### config.mk
export PLATFORM = sky130hd
export DESIGN_NAME = ppr_back
export DESIGN_NICKNAME = d
export VERILOG_FILES = /design/src/design/profile_peak_region_finder_core_macros.svh /design/src/design/ppr_pkg.sv /design/src/design/ppr_back.sv
export SDC_FILE = /design/constraint.sdc
export NUM_CORES = 1
export LEC_CHECK = 0
export BUFFER_PORTS_ARGS = -buffer_cell sky130_fd_sc_hd__buf_2
export CORE_AREA = 2 2 302 304
export DETAILED_ROUTE_END_ITERATION = 8
export DIE_AREA = 0 0 304 306
export GPL_ROUTABILITY_DRIVEN = 0
export PLACE_DENSITY = 0.62
export SLEW_MARGIN = 20
export SYNTH_ARGS = -nofsm -noshare
export SYNTH_HDL_FRONTEND = slang
export SYNTH_SLANG_ARGS = --single-unit
### constraint.sdc
create_clock -name clk -period 21.6 [get_ports clk]
set_input_delay 2.16 -clock clk [delete_from_list [all_inputs] [get_ports clk]]
set_output_delay 2.16 -clock clk [all_outputs]
set_load 0.02 [all_outputs]
### src/design/profile_peak_region_finder_core_macros.svh
// ----------------------------------------------------------------------------
// Assertion macros for the profile peak region finder
// Shared concurrent assertion forms, clocked on clk and disabled in reset
// ----------------------------------------------------------------------------
`ifndef PROFILE_PEAK_REGION_FINDER_CORE_MACROS_SVH
`define PROFILE_PEAK_REGION_FINDER_CORE_MACROS_SVH

// condition must hold at every edge
`define PPR_ASSERT_ALWAYS(label, cond, msg) \
    label: assert property (@(posedge clk) disable iff (!rst_n) (cond)) else $error(msg);

// same-cycle implication
`define PPR_ASSERT_IMPL(label, ante, cons, msg) \
    label: assert property (@(posedge clk) disable iff (!rst_n) (ante) |-> (cons)) \
        else $error(msg);

// next-cycle implication
`define PPR_ASSERT_NEXT(label, ante, cons, msg) \
    label: assert property (@(posedge clk) disable iff (!rst_n) (ante) |=> (cons)) \
        else $error(msg);

`endif

### src/design/ppr_pkg.sv
// ----------------------------------------------------------------------------
// ppr_pkg
// Shared constants and the result type of the profile peak region finder
// ----------------------------------------------------------------------------
`timescale 1ns / 1ps
`default_nettype none

package ppr_pkg;

    localparam int VAL_W        = 16;
    localparam int OUT_IDX_W    = 10;
    localparam int IN_TDATA_W   = 16;
    localparam int OUT_TDATA_W  = 48;

    localparam int DEF_MAX_SAMPLES = 1024;
    localparam int DEF_TOP_POINTS  = 25;
    localparam int DEF_MAX_REGIONS = 5;
    localparam int DEF_HALF_WIDTH  = 2;

    // one result of a kept region
    typedef struct packed {
        logic                 last_region;
        logic [OUT_IDX_W-1:0] region_high_index;
        logic [OUT_IDX_W-1:0] region_low_index;
        logic [VAL_W-1:0]     peak_value;
        logic [OUT_IDX_W-1:0] peak_index;
    } res_t;

endpackage

`default_nettype wire

### src/design/ppr_back.sv
// ----------------------------------------------------------------------------
// ppr_back
// Region forming, filtering and neighbour growth after the profile end
// ----------------------------------------------------------------------------
`timescale 1ns / 1ps
`default_nettype none

module ppr_back #(
    parameter int MAX_SAMPLES = ppr_pkg::DEF_MAX_SAMPLES,
    parameter int TOP_POINTS  = ppr_pkg::DEF_TOP_POINTS,
    parameter int MAX_REGIONS = ppr_pkg::DEF_MAX_REGIONS,
    parameter int HALF_WIDTH  = ppr_pkg::DEF_HALF_WIDTH,
    localparam int IW  = $clog2(MAX_SAMPLES),
    localparam int CW  = $clog2(MAX_SAMPLES + 1)
) (
    input  wire logic                      clk,
    input  wire logic                      rst_n,
    input  wire logic                      job_start,
    output logic                           job_done,
    input  wire logic [CW-1:0]             count,
    input  wire logic [ppr_pkg::VAL_W-1:0] top_val [TOP_POINTS],
    input  wire logic [IW-1:0]             top_idx [TOP_POINTS],
    input  wire logic [TOP_POINTS-1:0]     top_vld,
    // profile store read port
    output logic                           ram_re,
    output logic [IW-1:0]                  ram_raddr,
    input  wire logic [ppr_pkg::VAL_W-1:0] ram_rdata,
    // result queue
    output logic                           res_push,
    output ppr_pkg::res_t                  res_data,
    input  wire logic                      res_full
);

    localparam int TW  = $clog2(TOP_POINTS + 1);
    localparam int TIW = $clog2(TOP_POINTS);
    localparam int RW  = $clog2(MAX_REGIONS + 1);
    localparam int RIW = $clog2(MAX_REGIONS);
    localparam int DW  = $clog2(HALF_WIDTH + 1);
    localparam int VW  = ppr_pkg::VAL_W;

    typedef enum logic [7:0] {
        ST_IDLE  = 8'b0000_0001,
        ST_FORM  = 8'b0000_0010,
        ST_KEEP  = 8'b0000_0100,
        ST_CHECK = 8'b0000_1000,
        ST_READ  = 8'b0001_0000,
        ST_EVAL  = 8'b0010_0000,
        ST_PUSH  = 8'b0100_0000,
        ST_DONE  = 8'b1000_0000
    } state_t;

    state_t               state_reg, state_next;
    logic [TW-1:0]        i_reg;
    logic [RW-1:0]        rn_reg;
    logic [RW-1:0]        k_reg;
    logic [VW-1:0]        rv_reg [MAX_REGIONS];
    logic [IW-1:0]        ri_reg [MAX_REGIONS];
    logic [MAX_REGIONS-1:0] kept_reg;
    logic [RIW-1:0]       lastk_reg;
    logic [DW-1:0]        d_reg;
    logic                 side_reg;
    logic [IW-1:0]        nb_reg;
    logic [IW-1:0]        lo_reg;
    logic [IW-1:0]        hi_reg;

    logic                 form_end;
    logic                 near;
    logic [VW-1:0]        cur_val;
    logic [IW-1:0]        cur_idx;
    logic [VW-1:0]        pv;
    logic [IW-1:0]        pi;
    logic [MAX_REGIONS-1:0] kept_calc;
    logic [RIW-1:0]       lastk_calc;
    logic                 nb_last;
    logic                 nb_ok;
    logic [IW-1:0]        nb_addr;
    logic [CW:0]          right_sum;
    logic [VW-1:0]        diff;
    logic                 joins;

    // current top list entry and current region
    assign cur_val = top_val[i_reg[TIW-1:0]];
    assign cur_idx = top_idx[i_reg[TIW-1:0]];
    assign pv      = rv_reg[k_reg[RIW-1:0]];
    assign pi      = ri_reg[k_reg[RIW-1:0]];

    assign form_end = (i_reg == TW'(TOP_POINTS)) || (rn_reg == RW'(MAX_REGIONS))
                      || !top_vld[i_reg[TIW-1:0]];

    // distance to every region opened so far
    always_comb
    begin
        near = 1'b0;
        for (int j = 0; j < MAX_REGIONS; j++)
        begin
            if ((RW'(j) < rn_reg) &&
                (((cur_idx >= ri_reg[j]) ? (cur_idx - ri_reg[j]) : (ri_reg[j] - cur_idx))
                 <= IW'(HALF_WIDTH)))
            begin
                near = 1'b1;
            end
        end
    end

    // strength filter against the first two peaks
    always_comb
    begin
        kept_calc  = '0;
        lastk_calc = '0;
        for (int j = 0; j < MAX_REGIONS; j++)
        begin
            if ((RW'(j) < rn_reg)
                && (({4'b0, rv_reg[j]} * 20'd10) >= {4'b0, rv_reg[0]})
                && ((rn_reg <= RW'(1))
                    || (({3'b0, rv_reg[j]} * 19'd5) >= {3'b0, rv_reg[1]})))
            begin
                kept_calc[j] = 1'b1;
                lastk_calc   = RIW'(j);
            end
        end
    end

    // neighbour address and range check
    assign nb_last   = side_reg && (d_reg == DW'(HALF_WIDTH));
    assign right_sum = (CW+1)'(pi) + (CW+1)'(d_reg);
    always_comb
    begin
        if (!side_reg)
        begin
            nb_ok   = (IW'(d_reg) <= pi);
            nb_addr = pi - IW'(d_reg);
        end
        else
        begin
            nb_ok   = right_sum < (CW+1)'(count);
            nb_addr = right_sum[IW-1:0];
        end
    end

    // join test on the sample read back
    assign diff  = (pv > ram_rdata) ? (pv - ram_rdata) : (ram_rdata - pv);
    assign joins = (({3'b0, ram_rdata} * 19'd5) >= {3'b0, pv})
                   && ({2'b0, diff, 1'b0} <= ({3'b0, pv} * 19'(d_reg)));

    assign ram_re    = (state_reg == ST_READ) && nb_ok;
    assign ram_raddr = nb_addr;
    assign job_done  = (state_reg == ST_DONE);
    assign res_push  = (state_reg == ST_PUSH) && !res_full;

    assign res_data.peak_index        = ppr_pkg::OUT_IDX_W'(pi);
    assign res_data.peak_value        = pv;
    assign res_data.region_low_index  = ppr_pkg::OUT_IDX_W'(lo_reg);
    assign res_data.region_high_index = ppr_pkg::OUT_IDX_W'(hi_reg);
    assign res_data.last_region       = (k_reg[RIW-1:0] == lastk_reg);

    // next state
    always_comb
    begin
        state_next = state_reg;
        unique case (state_reg)
            ST_IDLE:  if (job_start) state_next = ST_FORM;
            ST_FORM:  if (form_end) state_next = ST_KEEP;
            ST_KEEP:  state_next = ST_CHECK;
            ST_CHECK:
            begin
                if (k_reg == rn_reg)
                begin
                    state_next = ST_DONE;
                end
                else if (kept_reg[k_reg[RIW-1:0]])
                begin
                    state_next = ST_READ;
                end
            end
            ST_READ:
            begin
                if (nb_ok)
                begin
                    state_next = ST_EVAL;
                end
                else if (nb_last)
                begin
                    state_next = ST_PUSH;
                end
            end
            ST_EVAL:  state_next = nb_last ? ST_PUSH : ST_READ;
            ST_PUSH:  if (!res_full) state_next = ST_CHECK;
            ST_DONE:  state_next = ST_IDLE;
            default:  state_next = ST_IDLE;
        endcase
    end

    // control registers
    always_ff @(posedge clk or negedge rst_n)
    begin
        if (!rst_n)
        begin
            state_reg <= ST_IDLE;
            i_reg     <= '0;
            rn_reg    <= '0;
            k_reg     <= '0;
            d_reg     <= '0;
            side_reg  <= 1'b0;
        end
        else
        begin
            state_reg <= state_next;
            unique case (state_reg) inside
                ST_IDLE:
                begin
                    i_reg  <= '0;
                    rn_reg <= '0;
                end
                ST_FORM:
                begin
                    if (!form_end)
                    begin
                        i_reg <= i_reg + 1'b1;
                        if (!near)
                        begin
                            rn_reg <= rn_reg + 1'b1;
                        end
                    end
                end
                ST_KEEP:  k_reg <= '0;
                ST_CHECK:
                begin
                    d_reg    <= DW'(1);
                    side_reg <= 1'b0;
                    if ((k_reg != rn_reg) && !kept_reg[k_reg[RIW-1:0]])
                    begin
                        k_reg <= k_reg + 1'b1;
                    end
                end
                ST_READ, ST_EVAL:
                begin
                    if (state_reg == ST_EVAL || !nb_ok)
                    begin
                        side_reg <= !side_reg;
                        if (side_reg)
                        begin
                            d_reg <= d_reg + 1'b1;
                        end
                    end
                end
                ST_PUSH:  if (!res_full) k_reg <= k_reg + 1'b1;
                ST_DONE:  k_reg <= '0;
                default:  k_reg <= '0;
            endcase
        end
    end

    // payload registers
    always_ff @(posedge clk)
    begin
        if (state_reg == ST_FORM && !form_end && !near)
        begin
            rv_reg[rn_reg[RIW-1:0]] <= cur_val;
            ri_reg[rn_reg[RIW-1:0]] <= cur_idx;
        end
        if (state_reg == ST_KEEP)
        begin
            kept_reg  <= kept_calc;
            lastk_reg <= lastk_calc;
        end
        if (state_reg == ST_CHECK)
        begin
            lo_reg <= pi;
            hi_reg <= pi;
        end
        if (state_reg == ST_READ)
        begin
            nb_reg <= nb_addr;
        end
        if (state_reg == ST_EVAL && joins)
        begin
            if (nb_reg < lo_reg)
            begin
                lo_reg <= nb_reg;
            end
            if (nb_reg > hi_reg)
            begin
                hi_reg <= nb_reg;
            end
        end
    end

endmodule

`default_nettype wire

# Word level (Yosys, flattened, before mapping)

Memories as Yosys holds them, arrays and structs flattened.
Cells that the tools add are included.

Multiply operators: 12
Equal/unequal tests: 24
Mux-type cells: 61
Order comparisons: 36
Reduce and logical (&&, ||, !) cells: 48
Bitwise gates (word level): 2
Add/sub/neg operators: 18

Operator list:

| cell                                                            | count |
|---|---|
| multiplier 16 x 3 -> 19 bit, second input constant              | 11 |
| 2-to-1 mux 10 bit                                               | 14 |
| greater-or-equal comparator 19 x 16 -> 1 bit                    | 6 |
| greater-or-equal comparator 20 x 16 -> 1 bit                    | 5 |
| subtractor 10 bit                                               | 10 |
| binary-select mux 16 bit (select 5 bit)                         | 1 |
| 2-to-1 mux 8 bit                                                | 7 |
| one-hot mux 8 bit (7 select lines)                              | 1 |
| binary-select mux 10 bit (select 5 bit)                         | 1 |
| greater-or-equal comparator 10 bit                              | 5 |
| less-or-equal comparator 10 x 2 -> 1 bit, second input constant | 5 |
| 2-to-1 mux 16 bit                                               | 3 |
| subtractor 16 bit                                               | 2 |
| logical AND 1 bit                                               | 23 |
| less-or-equal comparator 17 x 18 -> 1 bit                       | 1 |
| multiplier 16 x 2 -> 18 bit                                     | 1 |
| 2-to-1 mux 1 bit                                                | 17 |
| > comparator 16 bit                                             | 1 |
| inequality test 2 bit, second input constant                    | 7 |
| 2-to-1 mux 3 bit                                                | 4 |
| adder 10 x 2 -> 11 bit                                          | 1 |
| less-than comparator 11 bit                                     | 1 |
| > comparator 10 bit                                             | 1 |
| less-or-equal comparator 2 x 10 -> 1 bit                        | 1 |
| 47 further kinds                                                | 72 |

RAM bits: 130
Output and inout bits: 60
Bits of input ports: 706
Flip-flop bits (word level): 60
Memories: 2

Memory list:

| name   | words | width | rd ports | clocked after Yosys merged registers in | wr ports | RTL line       | text |
|---|---|---|---|---|---|---|---|
| rv_reg | 5     | 16    | 6        | 0                                       | 1        | ppr_back.sv:56 | `logic [VW-1:0] rv_reg [MAX_REGIONS];` |
| ri_reg | 5     | 10    | 6        | 0                                       | 1        | ppr_back.sv:57 | `logic [IW-1:0] ri_reg [MAX_REGIONS];` |

# Logic depth before layout (Yosys ltp)

Gate-level depths: netlist (run 1).

Depth in word-level cells: 17
Gate-level depth with buffers: 31

# Worst setup path after synthesis (run 1)

No wires, ideal clock.

Kind: input to register
From: input port top_idx[91] in the netlist's numbering
To: memory ri_reg[0][0] in the netlist's numbering (enable)
Buffers on the path: 0
Stages on the path: 15
Setup slack: 12,142 ps
Data arrival time: 8,983 ps
Path through: mux4_2 -> mux4_2 -> mux2i_1 -> inv_1 -> ha_1 -> inv_1 -> a21oi_1 -> o31a_1 -> a2111oi_0 -> xnor2_1 -> a2111o_1 -> a21oi_1 -> a211oi_2 -> o2111ai_4 -> nor4_1

Longest elaborated chain between the ends: 16
Elaborated cells on any way between the ends: 42

RTL lines:

| what                                                                           | RTL line        | text |
|---|---|---|
| from (decl)                                                                    | ppr_back.sv:22  | `input wire logic [IW-1:0] top_idx [TOP_POINTS],` |
| binary-select mux 10 bit (select 5 bit) (*)                                    | ppr_back.sv:83  | `assign cur_idx = top_idx[i_reg[TIW-1:0]];` |
| 2-to-1 mux 10 bit (implied by the code) (*) (2 in a row)                       | ppr_back.sv:83  |  |
| via cur_idx[1]                                                                 | ppr_back.sv:69  | `logic [IW-1:0] cur_idx;` |
| subtractor 10 bit / greater-or-equal comparator 10 bit (equally long branches) | ppr_back.sv:97  | `(((cur_idx >= ri_reg[j]) ? (cur_idx - ri_reg[j]) : (ri_reg[j] - cur_idx))` |
| 2-to-1 mux 10 bit                                                              | ppr_back.sv:97  |  |
| less-or-equal comparator 10 x 2 -> 1 bit                                       | ppr_back.sv:98  | `<= IW'(HALF_WIDTH)))` |
| logical AND 1 bit                                                              | ppr_back.sv:96  | `if ((RW'(j) < rn_reg) &&` |
| 2-to-1 mux 1 bit (4 in a row)                                                  | ppr_back.sv:96  |  |
| 2-to-1 mux 1 bit (*)                                                           | ppr_back.sv:96  |  |
| logical NOT 1 bit (*)                                                          | ppr_back.sv:256 | `if (state_reg == ST_FORM && !form_end && !near)` |
| logical AND 1 bit (*)                                                          | ppr_back.sv:256 |  |
| 2-to-1 mux 1 bit (*)                                                           | ppr_back.sv:256 |  |
| 2-to-1 mux 1 bit (implied by the code) (*)                                     | ppr_back.sv:259 | `ri_reg[rn_reg[RIW-1:0]] <= cur_idx;` |
| to (decl)                                                                      | ppr_back.sv:57  |  |

Mark *: on every way through the listed nets, which the timed path passes. The rest lies on a longest branch. The select of a mux whose other input is x is not followed.

# Worst setup path in the final report (run 1)

From: register k_reg[1]
To: output port ram_re

Longest elaborated chain between the ends: 5
Elaborated cells on any way between the ends: 6

RTL lines:

| what                         | RTL line        | text |
|---|---|---|
| from (decl)                  | ppr_back.sv:55  | `logic [RW-1:0] k_reg;` |
| from (signal assigned)       | ppr_back.sv:232 | `k_reg <= k_reg + 1'b1;` |
| from (signal assigned)       | ppr_back.sv:246 | `ST_PUSH: if (!res_full) k_reg <= k_reg + 1'b1;` |
| memory read (5 x 10 bit) (*) | --              |  |
| adder 10 x 2 -> 11 bit       | ppr_back.sv:125 | `assign right_sum = (CW+1)'(pi) + (CW+1)'(d_reg);` |
| less-than comparator 11 bit  | ppr_back.sv:135 | `nb_ok = right_sum < (CW+1)'(count);` |
| 2-to-1 mux 1 bit (*)         | ppr_back.sv:128 | `if (!side_reg)` |
| logical AND 1 bit (*)        | ppr_back.sv:145 | `assign ram_re = (state_reg == ST_READ) && nb_ok;` |
| to (decl)                    | ppr_back.sv:25  | `output logic ram_re,` |

Every way passes the cells marked *; elsewhere a longest branch is shown, timed or not.

==> flow_summary_export.csv, run 1 <==
group,metric,value,unit
run_status,run_status,"complete, no violations",
drt,route.met2.wl,63.6,mm
yosys,synth.area.mux_share,20.9,%
yosys,syn-num-nets,4377,
setup_path,ff2ff_path_depth,20,
placement,dp_hpwl,120,mm
floorplan,ios,766,
yosys,async_flop_share,8.21,%
sta,hold_viol_final,0,
setup_path,slowest_delay,0.86,ns
power_and_ir_drop,leakage,17.0,nW
clock_network,cts_tree,"done",
power_and_ir_drop,p_sw,1.29,mW
sta,post-route-min-period,8.55,ns
clock_network,cts_setup_buffers,0,
layout,syn2layout_area_growth,19.1,%
sta,finalSetupViolations,0,
yosys,ys_types,103,
power_and_ir_drop,swShare,43.4,%
floorplan,die-area,0.0930,mm2
setup_path,critPathArrivalTime,6.39,ns
clock_network,ctsHtreeMaxLevel,1,
yosys,synthTopCellsByCount,"ha_1 (527), inv_1 (260), mux4_2 (233)",
yosys,synth-simple-area-share,10.8,%
clock_network,cts_sinks,268,
yosys,mappedNetlistArea,0.0325,mm2
drt,met3WireLength,13.8,mm
layout,num-nets-final,5099,
yosys,synth_seq_cells,268,
clock_network,clk_pin_slew_worst_paths,0.06,ns
yosys,ys.flop_type,"edfxtp_1",
clock_network,clock_path_buffers,3,
clock_network,ctsResizeCount,0,
drt,drt_iter0_markers,2834,
clock_network,numCtsBuffers,30,
sta,skew,0.0314,ns
floorplan,die_w,304,um
yosys,ys_warn_count,0,
grt,grt_pass1_wl,198,mm
sta,fmax,0.117,GHz
sta,worst_pin_slew,1.05,ns
yosys,synth_top_cell_by_area,"edfxtp_1",
layout,fillers,8590,
worst_hold_path,hp-class,"reg -> reg",
setup_path,critPathCaptureType,"primary output",
grt,grt_overflow,0,
clock_network,worstSkewPairLatency,0.60,ns
drt,num_vias,29900,
power_and_ir_drop,p_clk_share,16.8,%
setup_path,worstPathCellList,"buf_4 -> mux4_2 -> mux2i_1 -> inv_1 -> ha_1 -> inv_1 -> a21oi_1 -> nor4_1 -> nand2_1 -> xnor2_1 -> ha_1 -> o21ai_0 -> nor2_1 -> o21ai_0 -> a21oi_1 -> a211oi_2 -> and2_1 -> buf_2",
sta,holdWs,0.587,ns
setup_path,crit_start,"k_reg[1]",
yosys,synth_edf_count,226,
setup_path,cpMaxStageDelayCell,"dfrtp_2",
layout,largest_register_ffs,128,
drt,wl_met1,56.7,mm
floorplan,start_util,36.3,%
drt,drc,0,
yosys,ys_seq_area_share,23.8,%
sta,finalSetupTns,0,ns
yosys,synthAdderAreaFrac,21.6,%
yosys,synth_compound_area_share,14.6,%
setup_path,critPathLaunchType,"register",
grt,grt_max_degree,67,
placement,portBuffers,765,
setup_path,crit_fanout,30,
grt,grt_pass1_vias,29000,
yosys,syn_area_per_cell,10.4,um2
power_and_ir_drop,seqPwrFrac,23.4,%
drt,postRouteAntennaNets,0,
yosys,yosys.area_share.xor_xnor,3.72,%
yosys,syn_inst,3123,
yosys,yosysMostFrequentCell,"ha_1",
floorplan,std_cell_rows,110,
power_and_ir_drop,powerDensity,76.6,mW/mm2
worst_hold_path,whs_path_depth,2,
layout,multi_input_area,0.0233,mm2
drt,wl_per_cell,27.8,um
setup_path,regToRegSetupSlack,13.27,ns
sta,finalCritPeriodShare,39.6,%
layout,regArea,0.00776,mm2
sta,rsz0062_at_grt,"no",
power_and_ir_drop,p_int,1.68,mW
layout,layout-drive-gt1-share,30.4,%
drt,drt-total-wl,141,mm
power_and_ir_drop,comb_power_share,59.8,%
floorplan,core_area,0.0896,mm2
yosys,synth_top_family_by_area,"adder cells",
setup_path,r2r-end,"rv_reg[3][2]",
setup_path,cp_data_required_time,19.44,ns
drt,first_pass_iters,5,
grt,grt_use_total,29.3,%
clock_network,cts_hold_buf,0,
setup_path,worstSetupEndpoint,"ram_re",
setup_path,rr_startpoint,"i_reg[0]",
job,drv_cap,0,
clock_network,clock-root-buffer,"clkbuf_16",
drt,highest_layer,"met5",
setup_path,critPathKind,"reg -> out",
yosys,ys_top_cells_by_area,"edfxtp_1 (21%), ha_1 (20%), mux4_2 (16%)",
yosys,synth_top_cell_area_share,20.9,%
sta,drv_slew,0,
sta,slew_headroom,27.9,%
drt,via_per_inst,5.88,
grt,antenna_found_initial,69,
floorplan,die_h,306,um
power_and_ir_drop,peakVddDrop,0.0594,mV
[metrics by stage]
step | instances | cell area, um2 | util (%) | power, mW | setup WS, ns
final | 5086 | 38700 | 43.2 | 2.97 | 13.05
after global routing | 5070 | 38700 | 43.2 | 3.16 | 12.47
after CTS | 5044 | 38600 | 43.1 | 2.96 | 13.02
after detailed placement | 4989 | 37700 | 42.1 | 2.46 | 13.23
after global placement | 4989 | 37700 | 42.1 | 2.44 | 13.36
after floorplan | 3123 | 32500 | - | 1.91 | 12.14
[cells by family after synthesis]
| group | Yosys count |
|---|---|
| adders and majority gates | 548 |
| DFF | 268 |
| xor gates and xnor gates | 138 |
| buffers and inverters | 382 |
| AOI/OAI and AO/OA | 726 |
| muxes | 370 |
| and+or+nand+nor | 691 |
[critical path: cells and delay by family, from the launching register on]
family,cells,cell delay [ns]
AOI/OAI and AO/OA,5,0.84
DFF,1,0.86
muxes,2,1.23
xor gates and xnor gates,1,0.16
adders and majority gates,2,0.66
and+or+nand+nor,4,0.99
buffers and inverters,4,1.01
[final cells by class]
cell class                      count  share of cell area, %
Tap cell                         1176                   3.80
Timing Repair Buffer              810                   10.8
Inverter                          262                   2.54
Clock buffer                       35                   1.99
Antenna cell                       42                  0.271
Sequential cell                   268                   20.0
Multi-Input combinational cell   2473                   60.1
Clock inverter                     20                  0.459
[power by group through the flow]
stage	registers, mW	logic, mW	clock network [mW]
floorplan	0.692	1.22	0
global placement	0.705	1.73	0
finish	0.695	1.77	0.498
CTS	0.696	1.76	0.506
global route	0.701	1.93	0.528
detailed placement	0.707	1.75	0
[worst min-delay path by stage]
stage	from	to	slack [ns]
2_1_floorplan	nb_reg[0]	lo_reg[0]	0.51
3_3_place_gp	hi_reg[3]	hi_reg[3]	0.56
3_5_place_dp	hi_reg[7]	hi_reg[7]	0.58
4_1_cts	hi_reg[0]	hi_reg[0]	0.59
5_1_grt	lo_reg[2]	lo_reg[2]	0.62
6_report	hi_reg[3]	hi_reg[3]	0.59
[per-layer routing]
metal	global-route usage [%]	vias to the layer above
li1	-	13500
met1	37.5	14600
met2	46.7	1550
met3	6.88	245
met4	14.0	26
met5	0.517	-
[layout by cell type (no fill, tap or decap), types with 10 or more instances in the layout]
cell and count:
edfxtp_1 226, inv_1 260, nand2_1 145, buf_2 765
nor3_1 47, o2111ai_1 11, and3_1 17, and2_1 15
o21bai_1 12, o31a_1 10, xnor2_1 92, o211ai_1 17
a31oi_1 25, a211oi_1 25, a21oi_1 178, fa_1 21
dfrtp_1 13, xor2_1 46, mux2_2 28, nor2_1 176
dfxtp_1 20, a21o_1 76, ha_1 527, nand3_1 56
clkbuf_16 30, o21ai_0 186, o31ai_1 11, a21boi_0 11
nand2b_1 33, buf_4 45, mux2i_1 97, mux4_2 233
nand4_1 37, or3_1 22, nor2b_1 53, diode_2 42
a211o_1 12, nor4_1 21, o21a_1 59
No activity file was read; power rests on OpenSTA's default activity.
==> run 2: changes to the inputs <==
- PLACE_DENSITY: 0.62 -> 0.64
- clock period: 21.6 -> 6.95 ns (I/O delays scaled with it)
==> run 2 against run 1 <==
Net effect:
- first-iteration DRC count is 9.5% lower
- sequential power grew to 3.1 times the previous value
- non-clock buffer count is 41 higher
- critical path depth is 1 higher
- clock skew is 0.0030 ns higher
- utilization is 0.71 points higher
- final area is 1.6% higher
- via count is 0.45% higher
- die area stayed put
==> flow_summary_export.csv, run 2 (same netlist as run 1, synthesis figures left out) <==
group,metric,value,unit
sta,post-route-min-period,6.64,ns
grt,grt_overflow,0,
placement,dp_hpwl,122,mm
layout,syn2layout_area_growth,21.1,%
sta,finalSetupViolations,0,
clock_network,worstSkewPairLatency,0.61,ns
clock_network,cts_tree,"done",
clock_network,ctsHtreeMaxLevel,1,
grt,grt_max_degree,63,
layout,largest_register_ffs,128,
sta,slew_headroom,38.3,%
layout,layout-drive-gt1-share,31.5,%
sta,skew,0.0344,ns
layout,multi_input_area,0.0233,mm2
power_and_ir_drop,powerDensity,244,mW/mm2
power_and_ir_drop,peakVddDrop,0.238,mV
setup_path,critPathCaptureType,"primary output",
grt,grt_use_total,29.6,%
sta,drv_slew,0,
placement,place_area,0.0381,mm2
clock_network,clock_path_buffers,3,
layout,layout_common_cells,"buf_2 (765), ha_1 (527), inv_1 (260)",
worst_hold_path,hp-class,"in -> async",
grt,grt_pass1_vias,29800,
clock_network,cts_hold_buf,0,
layout,postLayoutCellArea,0.0394,mm2
floorplan,die-area,0.0930,mm2
clock_network,numCtsBuffers,30,
sta,worst_pin_slew,0.922,ns
layout,regArea,0.00776,mm2
floorplan,die_w,304,um
setup_path,critPathKind,"reg -> out",
setup_path,cp_data_required_time,6.25,ns
drt,postRouteAntennaNets,0,
drt,num_vias,30000,
placement,portBuffers,765,
floorplan,std_cell_rows,110,
grt,antenna_found_initial,64,
clock_network,clk_pin_slew_worst_paths,0.07,ns
setup_path,crit_fanout,26,
layout,num-nets-final,5140,
sta,finalCritPeriodShare,95.5,%
drt,wl_per_cell,27.7,um
run_status,run_status,"complete, no violations",
power_and_ir_drop,leakage,17.3,nW
grt,grt_pass1_wl,200,mm
setup_path,critPathLaunchType,"register",
floorplan,core_area,0.0896,mm2
drt,first_pass_iters,8,
setup_path,critPathArrivalTime,5.94,ns
floorplan,ios,766,
layout,final_common_cell,"buf_2",
sta,fmax,0.151,GHz
sta,finalSetupTns,0,ns
drt,drc,0,
sta,rsz0062_at_grt,"no",
clock_network,clock-root-buffer,"clkbuf_16",
job,drv_cap,0,
drt,drt-total-wl,142,mm
sta,hold_viol_final,0,
layout,fillers,8519,
drt,via_per_inst,5.86,
clock_network,cts_sinks,268,
drt,drt_iter0_markers,2565,
floorplan,start_util,36.3,%
floorplan,die_h,306,um
-- run 2: per-layer routing --
metal,vias up,share of wire (%),track usage (%)
li1,13600,-,-
met1,14700,40,38.4
met2,1546,45,46.8
met3,234,10,6.93
met4,14,4.7,13.3
met5,-,0.16,0.620
-- run 2: through the flow --
stage | std cells | power, mW | setup WS, ns | util (%) | hold slack [ns]
finish | 5124 | 9.61 | 0.312 | 43.9 | 0.128
global route | 5113 | 10.2 | 0.000183 | 43.9 | 0.142
CTS | 5085 | 9.59 | 0.00603 | 43.8 | 0.119
detailed placement | 5029 | 7.73 | 0.181 | 42.5 | 0.575
global placement | 5029 | 7.67 | 0.226 | 42.5 | 0.564
floorplan | 3123 | 5.95 | 0.0130 | - | 0.399
-- run 2: area by class of cell --
type	instances	share of cell area (%)
well taps	1176	3.74
flip-flops and latches	268	19.7
multi-input cells	2473	59.2
diodes	38	0.242
clock inverters	20	0.785
clock buffers	36	2.17
inverters	262	2.50
repair buffers	851	11.6
-- run 2: what timing repair did --
action | CTS | global route
endpoints found under the setup margin | 0 | 21
setup buffers | 0 | 1
resized for setup | 0 | 5
-- run 2: where the power goes --
part	internal [mW]	leakage (nW)	switching (mW)
logic	2.43	14.3	3.17
registers	1.97	2.47	0.180
clock network	1.11	0.572	0.736
total	5.52	17.3	4.09
-- run 2: worst max-delay path, stage by stage (launching register included) --
cell and delay (ns):
dfrtp_2 0.54, buf_4 0.29, buf_4 0.40, mux4_2 0.64, mux2i_2 0.33, inv_1 0.18
ha_1 0.35, inv_1 0.08, a21oi_1 0.14, nor4_2 0.54, nand2_1 0.13, xnor2_1 0.19
ha_1 0.25, o21ai_0 0.22, nor2_1 0.08, o21ai_0 0.07, a21oi_1 0.08, a211oi_2 0.45
and2_1 0.20, buf_2 0.16
-- run 2: worst paths after layout --
kind	start	slack [ns]	depth (start not counted)	end
hold reg to reg	hi_reg[9]	0.58	2	hi_reg[9]
setup reg to reg	k_reg[0]	0.46	25	lo_reg[1]
hold / removal	rst_n	0.13	1	i_reg[3]
min in group clk	job_start	0.29	2	state_reg[0]
max in group asynchronous	rst_n	6.26	1	k_reg[0]
setup / recovery	k_reg[1]	0.31	19	ram_re
